## config.mk

```make
export PLATFORM = sky130hd
export DESIGN_NAME = fixed_block_pool_allocator_flat
export DESIGN_NICKNAME = d
export VERILOG_FILES = /design/src/sv/fbpa_pkg.sv /design/src/sv/fbpa_if.sv /design/src/sv/fbpa_free_list.sv /design/src/sv/fixed_block_pool_allocator.sv /design/src/flat_wrapper.sv
export VERILOG_INCLUDE_DIRS = /design/src /design/src/sv
export SDC_FILE = /design/constraint.sdc
export NUM_CORES = 2
export LEC_CHECK = 0
export ABC_AREA = 1
export BUFFER_PORTS_ARGS = -buffer_cell sky130_fd_sc_hd__buf_4
export CORE_ASPECT_RATIO = 0.9
export CORE_MARGIN = 5
export CORE_UTILIZATION = 25
export CTS_BUF_LIST = sky130_fd_sc_hd__clkbuf_8
export CTS_CLUSTER_SIZE = 20
export DETAILED_ROUTE_END_ITERATION = 7
export PLACE_DENSITY_LB_ADDON = 0.05
export SLEW_MARGIN = 20
export SYNTH_ARGS = -nofsm -noshare
export SYNTH_HDL_FRONTEND = slang
export SYNTH_SLANG_ARGS = --single-unit
export TNS_END_PERCENT = 30
```

## constraint.sdc

```tcl
create_clock -name clock -period 9.2 [get_ports clock]
set_clock_uncertainty 0.1 [all_clocks]
set_input_delay 0.46 -clock clock [delete_from_list [all_inputs] [get_ports clock]]
set_output_delay 0.46 -clock clock [all_outputs]
set_load 0.005 [all_outputs]
```

## src/sv/fixed_block_pool_allocator_defines.svh

```systemverilog
// assertion macros shared by the allocator files
`ifndef FIXED_BLOCK_POOL_ALLOCATOR_DEFINES_SVH
`define FIXED_BLOCK_POOL_ALLOCATOR_DEFINES_SVH

// same-cycle implication
`define FBPA_ASSERT_IMPL(lbl, clk, rst, ante, cons, msg) \
   lbl: assert property (@(posedge clk) disable iff (rst) (ante) |-> (cons)) \
      else $error(msg);

// next-cycle implication
`define FBPA_ASSERT_NEXT(lbl, clk, rst, ante, cons, msg) \
   lbl: assert property (@(posedge clk) disable iff (rst) (ante) |=> (cons)) \
      else $error(msg);

`endif

```

## src/sv/fbpa_pkg.sv

```systemverilog
package fbpa_pkg;

   localparam int IDX_W       = 9;
   localparam int SIZE_W      = 16;
   localparam int REQ_SIZE_W  = 17;
   localparam int ALLOC_CNT_W = 32;
   localparam int BYTES_W     = 48;
   localparam int USAGE_W     = 24;
   localparam int CSR_IDX_W   = 1;
   localparam int CSR_DATA_W  = 16;

   localparam int POOL_DEPTH_DEF = 256;

   localparam logic [IDX_W-1:0]  NULL_IDX        = 9'd256;
   localparam logic [IDX_W-1:0]  USED_MAX        = 9'd511;
   localparam logic [SIZE_W-1:0] BLOCK_SIZE_RST  = 16'd64;
   localparam logic [IDX_W-1:0]  BLOCK_COUNT_RST = 9'd256;

   localparam logic [CSR_IDX_W-1:0] REG_BLOCK_SIZE  = 1'd0;
   localparam logic [CSR_IDX_W-1:0] REG_BLOCK_COUNT = 1'd1;

   typedef enum logic [1:0] {
      CMD_ALLOC = 2'd0,
      CMD_FREE  = 2'd1,
      CMD_RESET = 2'd2,
      CMD_NOP   = 2'd3
   } cmd_type;

   typedef enum logic [1:0] {
      ST_DONE      = 2'd0,
      ST_TOO_LARGE = 2'd1,
      ST_EMPTY     = 2'd2
   } status_type;

   typedef struct packed {
      logic             alloc;
      logic             free;
      logic             clear;
      logic [IDX_W-1:0] idx;
      logic [IDX_W-1:0] cnt;
   } fl_req_type;

   typedef struct packed {
      logic             granted;
      logic             pushed;
      logic [IDX_W-1:0] index;
   } fl_rsp_type;

endpackage

```

## src/sv/fbpa_if.sv

```systemverilog
interface fbpa_req_if import fbpa_pkg::*; ();
   logic                  valid;
   logic                  ready;
   cmd_type               cmd;
   logic [REQ_SIZE_W-1:0] request_size;
   logic [IDX_W-1:0]      block_index;

   modport source (output valid, cmd, request_size, block_index, input ready);
   modport sink (input valid, cmd, request_size, block_index, output ready);
endinterface

interface fbpa_rsp_if import fbpa_pkg::*; ();
   logic                   valid;
   logic                   ready;
   status_type             status;
   logic [IDX_W-1:0]       granted_index;
   logic [IDX_W-1:0]       used_blocks;
   logic [IDX_W-1:0]       free_blocks;
   logic [ALLOC_CNT_W-1:0] allocation_count;
   logic [BYTES_W-1:0]     total_allocated;
   logic [USAGE_W-1:0]     current_usage;
   logic [USAGE_W-1:0]     peak_usage;

   modport source (output valid, status, granted_index, used_blocks, free_blocks,
      allocation_count, total_allocated, current_usage, peak_usage, input ready);
   modport sink (input valid, status, granted_index, used_blocks, free_blocks,
      allocation_count, total_allocated, current_usage, peak_usage, output ready);
endinterface

```

## src/sv/fbpa_free_list.sv

```systemverilog
`include "fixed_block_pool_allocator_defines.svh"

module fbpa_free_list import fbpa_pkg::*; #(
   parameter int POOL_DEPTH = POOL_DEPTH_DEF
) (
   input  logic       clock,
   input  logic       reset,
   input  fl_req_type fl_req,
   output fl_rsp_type fl_rsp
);

   localparam int ADDR_W = $clog2(POOL_DEPTH);

   logic [IDX_W-1:0]  link_mem [POOL_DEPTH];
   logic [IDX_W-1:0]  head_ff;
   logic [IDX_W-1:0]  head_in;
   logic [IDX_W-1:0]  fresh_ff;
   logic [IDX_W-1:0]  fresh_in;
   logic [IDX_W-1:0]  link_ff;
   logic              stack_ok;
   logic              fresh_ok;
   logic              pop;
   logic              take_fresh;
   logic              push;
   logic [ADDR_W-1:0] rd_addr;
   logic [ADDR_W-1:0] wr_addr;

   always_comb begin
      stack_ok   = (head_ff < fl_req.cnt) ||
                   ((head_ff != NULL_IDX) && (int'(head_ff) < POOL_DEPTH));
      fresh_ok   = fresh_ff < fl_req.cnt;
      pop        = fl_req.alloc && stack_ok;
      take_fresh = fl_req.alloc && !stack_ok && fresh_ok;
      push       = fl_req.free && (fl_req.idx < fl_req.cnt);

      head_in = head_ff;
      if (fl_req.clear) begin
         head_in = NULL_IDX;
      end else if (pop) begin
         head_in = link_ff;
      end else if (push) begin
         head_in = fl_req.idx;
      end

      fresh_in = fresh_ff;
      if (fl_req.clear) begin
         fresh_in = '0;
      end else if (take_fresh) begin
         fresh_in = fresh_ff + 9'd1;
      end

      fl_rsp.granted = pop || take_fresh;
      fl_rsp.pushed  = push;
      if (pop) begin
         fl_rsp.index = head_ff;
      end else if (take_fresh) begin
         fl_rsp.index = fresh_ff;
      end else begin
         fl_rsp.index = NULL_IDX;
      end

      rd_addr = ADDR_W'(head_in);
      wr_addr = ADDR_W'(fl_req.idx);
   end

   always_ff @(posedge clock) begin
      if (reset) begin
         head_ff  <= NULL_IDX;
         fresh_ff <= '0;
      end else begin
         head_ff  <= head_in;
         fresh_ff <= fresh_in;
      end
   end

   // link of the next head, forwarded on a push
   always_ff @(posedge clock) begin
      if (push) begin
         link_mem[wr_addr] <= head_ff;
      end
      link_ff <= push ? head_ff : link_mem[rd_addr];
   end

   `FBPA_ASSERT_NEXT(a_push_head, clock, reset, push, head_ff == $past(fl_req.idx), "push lost")
   `FBPA_ASSERT_NEXT(a_pop_head, clock, reset, pop, head_ff == $past(link_ff), "pop link bad")
   `FBPA_ASSERT_NEXT(a_clear, clock, reset, fl_req.clear, (head_ff == NULL_IDX) && (fresh_ff == '0), "clear failed")

endmodule

```

## src/sv/fixed_block_pool_allocator.sv

```systemverilog
// Fixed block pool allocator: hands out and takes back equal blocks from a LIFO free list.
// req_bus carries commands (allocate, free, reset pool, no-op) with a valid/ready transfer;
// rsp_bus returns one result per command: status, granted block and the usage statistics.
// csr_wr_en/csr_index/csr_wr_data set block size (index 0) and block count (index 1);
// write them only while no command is in flight.
// A command accepted into the input register passes through the free list, and its result
// is registered in the result register, from which rsp_bus transfers it.
// Throughput: one command per cycle while the receiver takes results; the prefetched link
// of the stack head lets allocations follow each other without a gap.
// Reset (synchronous) empties the freed-block stack, restarts the fresh counter at block 0,
// clears all statistics and loads block size 64 and block count 256. No memory sweep.
// When the receiver stalls, the result holds, one more command is taken into the input
// register and then req_bus.ready drops until the result is taken.
`include "fixed_block_pool_allocator_defines.svh"

module fixed_block_pool_allocator import fbpa_pkg::*; #(
   parameter int POOL_DEPTH = POOL_DEPTH_DEF
) (
   input  logic                  clock,
   input  logic                  reset,
   fbpa_req_if.sink              req_bus,
   fbpa_rsp_if.source            rsp_bus,
   input  logic                  csr_wr_en,
   input  logic [CSR_IDX_W-1:0]  csr_index,
   input  logic [CSR_DATA_W-1:0] csr_wr_data
);

   logic [SIZE_W-1:0]      block_size_ff;
   logic [IDX_W-1:0]       block_count_ff;
   logic [IDX_W-1:0]       cnt;

   logic                   in_valid_ff;
   cmd_type                in_cmd_ff;
   logic [REQ_SIZE_W-1:0]  in_size_ff;
   logic [IDX_W-1:0]       in_idx_ff;

   logic                   out_valid_ff;
   status_type             out_status_ff;
   status_type             out_status_in;
   logic [IDX_W-1:0]       out_granted_ff;

   logic [IDX_W-1:0]       used_ff;
   logic [IDX_W-1:0]       used_in;
   logic [ALLOC_CNT_W-1:0] alloc_cnt_ff;
   logic [ALLOC_CNT_W-1:0] alloc_cnt_in;
   logic [BYTES_W-1:0]     bytes_ff;
   logic [BYTES_W-1:0]     bytes_in;
   logic [USAGE_W-1:0]     usage_ff;
   logic [USAGE_W-1:0]     usage_in;
   logic [USAGE_W-1:0]     peak_ff;
   logic [USAGE_W-1:0]     peak_in;

   logic                   advance;
   logic                   too_large;
   logic                   grant_ok;
   logic [BYTES_W:0]       bytes_sum;
   logic [USAGE_W:0]       usage_sum;
   fl_req_type             fl_req;
   fl_rsp_type             fl_rsp;

   always_ff @(posedge clock) begin
      if (reset) begin
         block_size_ff  <= BLOCK_SIZE_RST;
         block_count_ff <= BLOCK_COUNT_RST;
      end else if (csr_wr_en) begin
         case (csr_index)
            REG_BLOCK_SIZE: begin
               block_size_ff <= csr_wr_data[SIZE_W-1:0];
            end
            REG_BLOCK_COUNT: begin
               block_count_ff <= csr_wr_data[IDX_W-1:0];
            end
            default: begin
            end
         endcase
      end
   end

   assign cnt = (int'(block_count_ff) > POOL_DEPTH) ? IDX_W'(POOL_DEPTH) : block_count_ff;

   assign advance       = in_valid_ff && (!out_valid_ff || rsp_bus.ready);
   assign req_bus.ready = !in_valid_ff || advance;

   always_ff @(posedge clock) begin
      if (reset) begin
         in_valid_ff <= 1'b0;
      end else if (req_bus.ready) begin
         in_valid_ff <= req_bus.valid;
      end
   end

   always_ff @(posedge clock) begin
      if (req_bus.valid && req_bus.ready) begin
         in_cmd_ff  <= req_bus.cmd;
         in_size_ff <= req_bus.request_size;
         in_idx_ff  <= req_bus.block_index;
      end
   end

   always_comb begin
      too_large    = in_size_ff > {1'b0, block_size_ff};
      fl_req.alloc = advance && (in_cmd_ff == CMD_ALLOC) && !too_large;
      fl_req.free  = advance && (in_cmd_ff == CMD_FREE);
      fl_req.clear = advance && (in_cmd_ff == CMD_RESET);
      fl_req.idx   = in_idx_ff;
      fl_req.cnt   = cnt;
   end

   fbpa_free_list #(
      .POOL_DEPTH (POOL_DEPTH)
   ) u_free_list (
      .clock  (clock),
      .reset  (reset),
      .fl_req (fl_req),
      .fl_rsp (fl_rsp)
   );

   always_comb begin
      grant_ok  = fl_rsp.granted && (fl_rsp.index != NULL_IDX);
      bytes_sum = {1'b0, bytes_ff} + (BYTES_W + 1)'(block_size_ff);
      usage_sum = {1'b0, usage_ff} + (USAGE_W + 1)'(block_size_ff);

      out_status_in = ST_DONE;
      if (in_cmd_ff == CMD_ALLOC) begin
         if (too_large) begin
            out_status_in = ST_TOO_LARGE;
         end else if (!fl_rsp.granted) begin
            out_status_in = ST_EMPTY;
         end
      end

      used_in      = used_ff;
      alloc_cnt_in = alloc_cnt_ff;
      bytes_in     = bytes_ff;
      usage_in     = usage_ff;
      if (grant_ok) begin
         if (used_ff != USED_MAX) begin
            used_in = used_ff + 9'd1;
         end
         if (alloc_cnt_ff != '1) begin
            alloc_cnt_in = alloc_cnt_ff + 32'd1;
         end
         bytes_in = bytes_sum[BYTES_W] ? '1 : bytes_sum[BYTES_W-1:0];
         usage_in = usage_sum[USAGE_W] ? '1 : usage_sum[USAGE_W-1:0];
      end else if (fl_rsp.pushed) begin
         if (used_ff != '0) begin
            used_in = used_ff - 9'd1;
         end
         if (usage_ff >= USAGE_W'(block_size_ff)) begin
            usage_in = usage_ff - USAGE_W'(block_size_ff);
         end
      end else if (fl_req.clear) begin
         used_in  = '0;
         usage_in = '0;
      end
      peak_in = (usage_in > peak_ff) ? usage_in : peak_ff;
   end

   always_ff @(posedge clock) begin
      if (reset) begin
         out_valid_ff <= 1'b0;
         used_ff      <= '0;
         alloc_cnt_ff <= '0;
         bytes_ff     <= '0;
         usage_ff     <= '0;
         peak_ff      <= '0;
      end else begin
         if (advance) begin
            out_valid_ff <= 1'b1;
         end else if (rsp_bus.ready) begin
            out_valid_ff <= 1'b0;
         end
         used_ff      <= used_in;
         alloc_cnt_ff <= alloc_cnt_in;
         bytes_ff     <= bytes_in;
         usage_ff     <= usage_in;
         peak_ff      <= peak_in;
      end
   end

   always_ff @(posedge clock) begin
      if (advance) begin
         out_status_ff  <= out_status_in;
         out_granted_ff <= fl_rsp.index;
      end
   end

   assign rsp_bus.valid            = out_valid_ff;
   assign rsp_bus.status           = out_status_ff;
   assign rsp_bus.granted_index    = out_granted_ff;
   assign rsp_bus.used_blocks      = used_ff;
   assign rsp_bus.free_blocks      = (cnt > used_ff) ? (cnt - used_ff) : '0;
   assign rsp_bus.allocation_count = alloc_cnt_ff;
   assign rsp_bus.total_allocated  = bytes_ff;
   assign rsp_bus.current_usage    = usage_ff;
   assign rsp_bus.peak_usage       = peak_ff;

   `FBPA_ASSERT_IMPL(a_grant_status, clock, reset, rsp_bus.valid && (rsp_bus.granted_index != NULL_IDX), rsp_bus.status == ST_DONE, "grant without done status")
   `FBPA_ASSERT_IMPL(a_peak_bound, clock, reset, 1'b1, peak_ff >= usage_ff, "peak below usage")
   `FBPA_ASSERT_NEXT(a_accept_held, clock, reset, req_bus.valid && req_bus.ready, in_valid_ff, "accepted command dropped")

endmodule

```

## src/flat_wrapper.sv

```systemverilog
// flat-port wrapper written by rule: the top's interface ports become plain ports
module fixed_block_pool_allocator_flat import fbpa_pkg::*;
#(
   parameter int POOL_DEPTH = POOL_DEPTH_DEF
)
  (clock, reset, csr_wr_en, csr_index, csr_wr_data, req_bus_valid, req_bus_cmd, req_bus_request_size, req_bus_block_index, req_bus_ready, rsp_bus_valid, rsp_bus_status, rsp_bus_granted_index, rsp_bus_used_blocks, rsp_bus_free_blocks, rsp_bus_allocation_count, rsp_bus_total_allocated, rsp_bus_current_usage, rsp_bus_peak_usage, rsp_bus_ready);
  fbpa_req_if req_bus_i ();
  fbpa_rsp_if rsp_bus_i ();
  input  logic clock;
  input  logic reset;
  input  logic csr_wr_en;
  input  logic [CSR_IDX_W-1:0] csr_index;
  input  logic [CSR_DATA_W-1:0] csr_wr_data;
  input wire logic [$bits(req_bus_i.valid)-1:0] req_bus_valid;
  input wire logic [$bits(req_bus_i.cmd)-1:0] req_bus_cmd;
  input wire logic [$bits(req_bus_i.request_size)-1:0] req_bus_request_size;
  input wire logic [$bits(req_bus_i.block_index)-1:0] req_bus_block_index;
  output wire logic [$bits(req_bus_i.ready)-1:0] req_bus_ready;
  output wire logic [$bits(rsp_bus_i.valid)-1:0] rsp_bus_valid;
  output wire logic [$bits(rsp_bus_i.status)-1:0] rsp_bus_status;
  output wire logic [$bits(rsp_bus_i.granted_index)-1:0] rsp_bus_granted_index;
  output wire logic [$bits(rsp_bus_i.used_blocks)-1:0] rsp_bus_used_blocks;
  output wire logic [$bits(rsp_bus_i.free_blocks)-1:0] rsp_bus_free_blocks;
  output wire logic [$bits(rsp_bus_i.allocation_count)-1:0] rsp_bus_allocation_count;
  output wire logic [$bits(rsp_bus_i.total_allocated)-1:0] rsp_bus_total_allocated;
  output wire logic [$bits(rsp_bus_i.current_usage)-1:0] rsp_bus_current_usage;
  output wire logic [$bits(rsp_bus_i.peak_usage)-1:0] rsp_bus_peak_usage;
  input wire logic [$bits(rsp_bus_i.ready)-1:0] rsp_bus_ready;
  assign req_bus_i.valid = req_bus_valid;
  assign req_bus_i.cmd = req_bus_cmd;
  assign req_bus_i.request_size = req_bus_request_size;
  assign req_bus_i.block_index = req_bus_block_index;
  assign req_bus_ready = req_bus_i.ready;
  assign rsp_bus_valid = rsp_bus_i.valid;
  assign rsp_bus_status = rsp_bus_i.status;
  assign rsp_bus_granted_index = rsp_bus_i.granted_index;
  assign rsp_bus_used_blocks = rsp_bus_i.used_blocks;
  assign rsp_bus_free_blocks = rsp_bus_i.free_blocks;
  assign rsp_bus_allocation_count = rsp_bus_i.allocation_count;
  assign rsp_bus_total_allocated = rsp_bus_i.total_allocated;
  assign rsp_bus_current_usage = rsp_bus_i.current_usage;
  assign rsp_bus_peak_usage = rsp_bus_i.peak_usage;
  assign rsp_bus_i.ready = rsp_bus_ready;
  fixed_block_pool_allocator #(.POOL_DEPTH(POOL_DEPTH)) u_core (.clock(clock), .reset(reset), .req_bus(req_bus_i), .rsp_bus(rsp_bus_i), .csr_wr_en(csr_wr_en), .csr_index(csr_index), .csr_wr_data(csr_wr_data));
endmodule
```

# Word level (Yosys, flattened, before mapping)

Memories as Yosys holds them, arrays and structs flattened. A register that Yosys moved wholly into a read port is not among the register bits.
Cells that the tools add are included.

Register bits: 221
Latch bits: 0
Bits in writable memories: 2304
ROM bits: 0
Bits of input ports: 50
Output and inout bits: 159
Logic and storage cells: 101
Memories kept: 1

Memory list:

| name                        | words | width | rd ports | clocked after memory_dff | write ports | line                 | text |
|---|---|---|---|---|---|---|---|
| u_core.u_free_list.link_mem | 256   | 9     | 1        | 1                        | 1           | fbpa_free_list.sv:14 | `logic [IDX_W-1:0] link_mem [POOL_DEPTH];` |

Add/sub/neg operators: 8
Multipliers: 0
Divide/modulo/power cells: 0
Magnitude comparators: 9
Equal/unequal tests: 8
Shift operators: 0
Mux-type cells: 24
Bitwise gates (word level): 2
Reductions and logical operators: 31

Operators with widths:

| kind                    | number |
|---|---|
| $mux W24                | 5 |
| $mux W9                 | 11 |
| $add A48 B16 Y49        | 1 |
| $mux W48                | 1 |
| $add A32 B1 Y32 const B | 1 |
| $ne A32 B32 Y1 const B  | 1 |
| $lt A9 B9 Y1            | 3 |
| $ne A9 B9 Y1 const B    | 3 |
| $add A24 B16 Y25        | 1 |
| $ge A24 B16 Y1          | 1 |
| $gt A24 B24 Y1          | 1 |
| $sub A24 B16 Y24        | 1 |
| $add A9 B1 Y9 const B   | 2 |
| $gt A17 B16 Y1          | 1 |
| $logic_and A1 B1 Y1     | 12 |
| $gt A9 B9 Y1            | 1 |
| $gt A9 B9 Y1 const B    | 1 |
| $lt A9 B9 Y1 const B    | 1 |
| $reduce_bool A9 Y1      | 1 |
| $sub A9 B1 Y9 const B   | 1 |
| $sub A9 B9 Y9           | 1 |
| $mux W8                 | 1 |
| $reduce_and A2 Y1       | 3 |
| $mux W1                 | 5 |
| 13 further kinds        | 22 |

# Depth between registers and ports, before layout

Word-level depth: 13
Gate-level depth with buffers: 39

# Hierarchy

From an unflattened synthesis, not the netlist that was laid out.

Cell total of the unflattened synthesis: 10345
Area, all modules: 111496.9 um2

Modules (own cells, without submodules):

| module                     | instances | cells each | area each (um2) | sequential area each (um2) |
|---|---|---|---|---|
| fbpa_free_list             | 1         | 8158       | 97016.8         | 69726.9 |
| fixed_block_pool_allocator | 1         | 2187       | 14480.1         | 4454.3 |

# Worst setup path after synthesis

OpenSTA, ideal clock, no wires.

Path kind: reg2reg
Start point: register u_core.u_free_list.head_ff[8]
End point: register u_core.peak_ff[10] (netlist: u_core.rsp_bus.peak_usage[10])
Library setup time: 128 ps
Arrival: 7667 ps
Data required time: 8972 ps
Path slack: 1304 ps
Cell stages (with the launch flop): 29
Cell sequence: dfxtp_1 ha_1 a21o_1 nor2_1 nand3_1 nand2_4 nor2_4 nand2_1 a21oi_1 nor2_1 nand3_2 nor2_8 buf_2 nand3_1 nand2_1 inv_1 ha_1 inv_1 nor2_1 nor2_1 o21a_1 o221ai_1 nand2_1 nand4_1 nand2_1 inv_1 clkbuf_1 clkbuf_1 a21oi_1

Longest elaborated chain between the ends: 12

Ends and longest elaborated chain:

| element                                      | line                              | text |
|---|---|---|
| from (decl)                                  | fbpa_free_list.sv:15              | `logic [IDX_W-1:0] head_ff;` |
| from (signal assigned)                       | fbpa_free_list.sv:71              | `head_ff <= head_in;` |
| $lt A9 B9 Y1 or $ne A9 B9 Y1 (tied branches) | fbpa_free_list.sv:30              | `((head_ff != NULL_IDX) && (int'(head_ff) < POOL_DEPTH));` |
| $logic_and A1 B1 Y1                          | fbpa_free_list.sv:30              |  |
| $logic_or A1 B1 Y1                           | fbpa_free_list.sv:29              | `stack_ok = (head_ff < fl_req.cnt) \|\|` |
| $logic_not A1 Y1                             | fbpa_free_list.sv:33              | `take_fresh = fl_req.alloc && !stack_ok && fresh_ok;` |
| $logic_and A1 B1 Y1 (2 in series)            | fbpa_free_list.sv:33              |  |
| $mux W9                                      | fbpa_free_list.sv:56              | `end else if (take_fresh) begin` |
| $mux W9                                      | fbpa_free_list.sv:54              | `if (pop) begin` |
| $ne A9 B9 Y1                                 | fixed_block_pool_allocator.sv:119 | `grant_ok = fl_rsp.granted && (fl_rsp.index != NULL_IDX);` |
| $logic_and A1 B1 Y1 (*)                      | fixed_block_pool_allocator.sv:119 |  |
| $mux W24 (*)                                 | fixed_block_pool_allocator.sv:136 | `if (grant_ok) begin` |
| net u_core.usage_in[1]                       | fixed_block_pool_allocator.sv:49  | `logic [USAGE_W-1:0] usage_in;` |
| $gt A24 B24 Y1 (*)                           | fixed_block_pool_allocator.sv:156 | `peak_in = (usage_in > peak_ff) ? usage_in : peak_ff;` |
| to (signal assigned)                         | fixed_block_pool_allocator.sv:177 | `peak_ff <= peak_in;` |
| to (decl)                                    | fixed_block_pool_allocator.sv:50  | `logic [USAGE_W-1:0] peak_ff;` |

Mark *: on every way through the listed nets, which the timed path passes. The rest lies on a longest branch.
A chain may end at the register's enable or synchronous reset.

==> impl_metrics.env <==
export IMPL_finalPower_mw=24.2
export IMPL_crit_required_ns=10.19
export IMPL_fmax_mhz=170
export IMPL_grt_total_usage_pct=18.3
export IMPL_cp_slowest_stage_delay_ns=0.58
export IMPL_fp_row_count=228
export IMPL_synth_area_leaders="edfxtp_1, nand2_1, nor2_1"
export IMPL_grt_max_degree=155
export IMPL_synth_flop_cell="edfxtp_1"
export IMPL_design_core_area_sq_um=429000
export IMPL_critPathCaptureType="register"
export IMPL_vias=76767
export IMPL_viasPerCell=4.81
export IMPL_cp_common_cell="nand2_1"
export IMPL_grt_pass1_wl_mm=594
export IMPL_syn_inst=9534
export IMPL_synth_top_cell_area_share_pct=65.2
export IMPL_hold_start="csr_index"
export IMPL_synth_edf_count=2343
export IMPL_synthTopCellsByCount="edfxtp_1, nand2_1, nor2_1"
export IMPL_cts_buffer_depth=4
export IMPL_register_area_sq_um=74200
export IMPL_multi_input_area_sq_um=30000
export IMPL_relSlewSlack_pct=20.9
export IMPL_ys_seq_elements=2533
export IMPL_cp_max_fo=40
export IMPL_ys_seq_area_share_pct=68.7
export IMPL_async_reset_ff_share_pct=0
export IMPL_port_buffers=208
export IMPL_numCtsBuffers=458
export IMPL_drt_iter0_drc=6280
export IMPL_ctsResizeCount=0
export IMPL_ir_drop_v=0.000109
export IMPL_startpoint_type="register"
export IMPL_cts_tree="built"
export IMPL_cts_root_buffer="clkbuf_8"
export IMPL_setup_viol=0
export IMPL_status="completed"
export IMPL_dpl_hpwl_mm=251
export IMPL_nNetsFinal=10021
export IMPL_holdPathStages=4
export IMPL_maxSlewViolCount=0
export IMPL_r2r_end="u_core.rsp_bus.peak_usage[19]"
export IMPL_ys_warn_count=0
export IMPL_path_clk_slew_ns=0.07
export IMPL_htree_levels=5
export IMPL_r2r_start="u_core.block_count_ff[8]"
export IMPL_synth_most_common_cell="edfxtp_1"
export IMPL_powerDensity_nw_per_um2=194
export IMPL_wl_per_cell_um=26.6
export IMPL_drt_wl_total_mm=424
export IMPL_synth_area_leader_cell="edfxtp_1"
export IMPL_regToRegSetupSlack_ns=3.30
export IMPL_ant_nets=0
export IMPL_rr_worst_depth=34
export IMPL_period_share_pct=64.1
export IMPL_tns_ns=0
export IMPL_syn_area_sq_um=108000
export IMPL_start_util_pct=25.1
export IMPL_syn_avg_cell_area_sq_um=11.3
export IMPL_post_route_min_period_ns=5.90
export IMPL_grt_antenna_before_repair=42
export IMPL_rsz0062_at_grt="no"
export IMPL_crit_type="reg -> reg"
export IMPL_insertion_delay_ns=1.15
export IMPL_p_leak_nw=40.6
export IMPL_ys_types=59
export IMPL_cpMaxStageDelayCell="inv_2"
export IMPL_worst_slew_pin_slew_ns=1.17
export IMPL_die_x_um=702
export IMPL_drv_cap=0
export IMPL_ios=209
export IMPL_grt_pass1_vias=75256
export IMPL_dr_pass1_iters=7
export IMPL_report_final_hold_viol_count=0
export IMPL_arrival_ns=6.88
export IMPL_hp_class="in -> reg"
export IMPL_numClockSinks=2533
export IMPL_holdWs_ns=0.185
export IMPL_grt_ovfl_total=0
export IMPL_synth_nets=9715
export IMPL_fillerInstances=44379
export IMPL_drcViolationCount=0
export IMPL_drive_above_1_share_pct=9.82
export IMPL_routabilityCongestion=0.872
export IMPL_dieArea_sq_um=445000
export IMPL_hold_path_end="u_core.block_size_ff[6]"
export IMPL_area_delta_synth_final_pct=15.7
export IMPL_die_h_um=633
==> worst max-delay path: cells and delay by family (launching register included) <==
family	cells	cell delay (ns)
AND/OR/NAND/NOR	21	2.70
buffers and inverters	6	1.03
adder cells (fa/ha/maj)	2	0.57
flip-flops	1	0.37
AO/OA/AOI/OAI	5	1.04
==> placed cells by master, fill, tap and decap left out, drive strengths merged, types with 70 or more instances in the layout <==
| master | count |
|---|---|
| a21oi | 470 |
| buf | 354 |
| clkbuf | 469 |
| clkinv | 134 |
| dfxtp | 190 |
| dlygate4sd3 | 106 |
| edfxtp | 2343 |
| ha | 127 |
| inv | 532 |
| nand2 | 1643 |
| nand3 | 926 |
| nor2 | 1256 |
| nor3 | 70 |
| o21ai | 872 |
| o221ai | 232 |
| o311ai | 88 |
| xor2 | 89 |
==> per-layer routing <==
metal	part of all wire (%)	GRT usage [%]	vias up	wire (um)
li1	-	-	35046	-
met1	48	26.8	39023	203000
met2	45	28.6	2155	190000
met3	5.5	2.88	533	23200
met4	2.0	3.98	10	8650
met5	0.018	0	-	75
==> worst max path at each step <==
| stage | startpoint | endpoint | slack, ns |
|---|---|---|---|
| 2_1_floorplan | u_core.u_free_list.head_ff[8] | u_core.rsp_bus.peak_usage[10] | 1.30 |
| 6_report | u_core.block_count_ff[8] | u_core.rsp_bus.peak_usage[19] | 3.30 |
| 5_1_grt | u_core.block_count_ff[4] | u_core.rsp_bus.peak_usage[19] | 2.72 |
| 3_5_place_dp | u_core.block_count_ff[8] | u_core.rsp_bus.peak_usage[19] | 3.26 |
| 3_3_place_gp | u_core.block_count_ff[4] | u_core.rsp_bus.peak_usage[16] | 2.69 |
| 4_1_cts | u_core.block_count_ff[4] | u_core.rsp_bus.peak_usage[19] | 3.23 |
==> cell type report <==
type                    count  share of cell area, %
repair buffers            460                   3.25
clock buffers             469                   5.17
inverters                 337                   1.03
flip-flops and latches   2533                   59.5
well taps                5750                   5.76
multi-input cells        6050                   24.1
clock inverters           340                   1.24
diodes                     16                 0.0321
==> per-stage QoR <==
step                      util (%)  cells  setup WS [ns]  area (sq um)
after floorplan                  -   9534           1.30        108000
after global placement        26.9  15021           2.69        116000
after detailed placement      26.9  15024           3.26        116000
after CTS                     29.1  15939           3.23        125000
after global routing          29.1  15941           2.72        125000
final                         29.1  15955           3.30        125000
==> what timing repair did <==
item / CTS / global route
hold endpoints to repair: 129 / 0
setup buffers: 0 / 0
endpoints found under the setup margin: 0 / 0
hold buffers: 106 / 0
==> registers in the layout, indices dropped and copies added (netlist names), 9 cells and up, named ones only <==
register / cells
u_core.block_count_ff: 9
u_core.block_size_ff: 16
u_core.in_idx_ff: 9
u_core.in_size_ff: 17
u_core.rsp_bus.allocation_count: 32
u_core.rsp_bus.current_usage: 24
u_core.rsp_bus.granted_index: 9
u_core.rsp_bus.peak_usage: 24
u_core.rsp_bus.total_allocated: 48
u_core.rsp_bus.used_blocks: 9
u_core.u_free_list.fresh_ff: 9
u_core.u_free_list.head_ff: 9
u_core.u_free_list.link_mem: 2304
==> power by group <==
part	switching, mW	total (mW)	internal (mW)
Clock	5.04	9.82	4.78
Combinational	1.26	1.73	0.471
Sequential	0.111	12.6	12.5
==> cells by family (layout without fill, tap and decap cells) <==
group / Yosys count / in the layout / share of synthesized area (%)
compound gates: 1825 / 1825 / 9.94
xor+xnor: 102 / 102 / 0.828
fa+ha+maj: 131 / 131 / 1.55
buf+inv: 951 / 1606 / 3.52
flops: 2533 / 2533 / 68.7
other cells: 0 / 16 / 0
simple gates: 3992 / 3992 / 15.4
No activity file was read; power rests on OpenSTA's default activity.
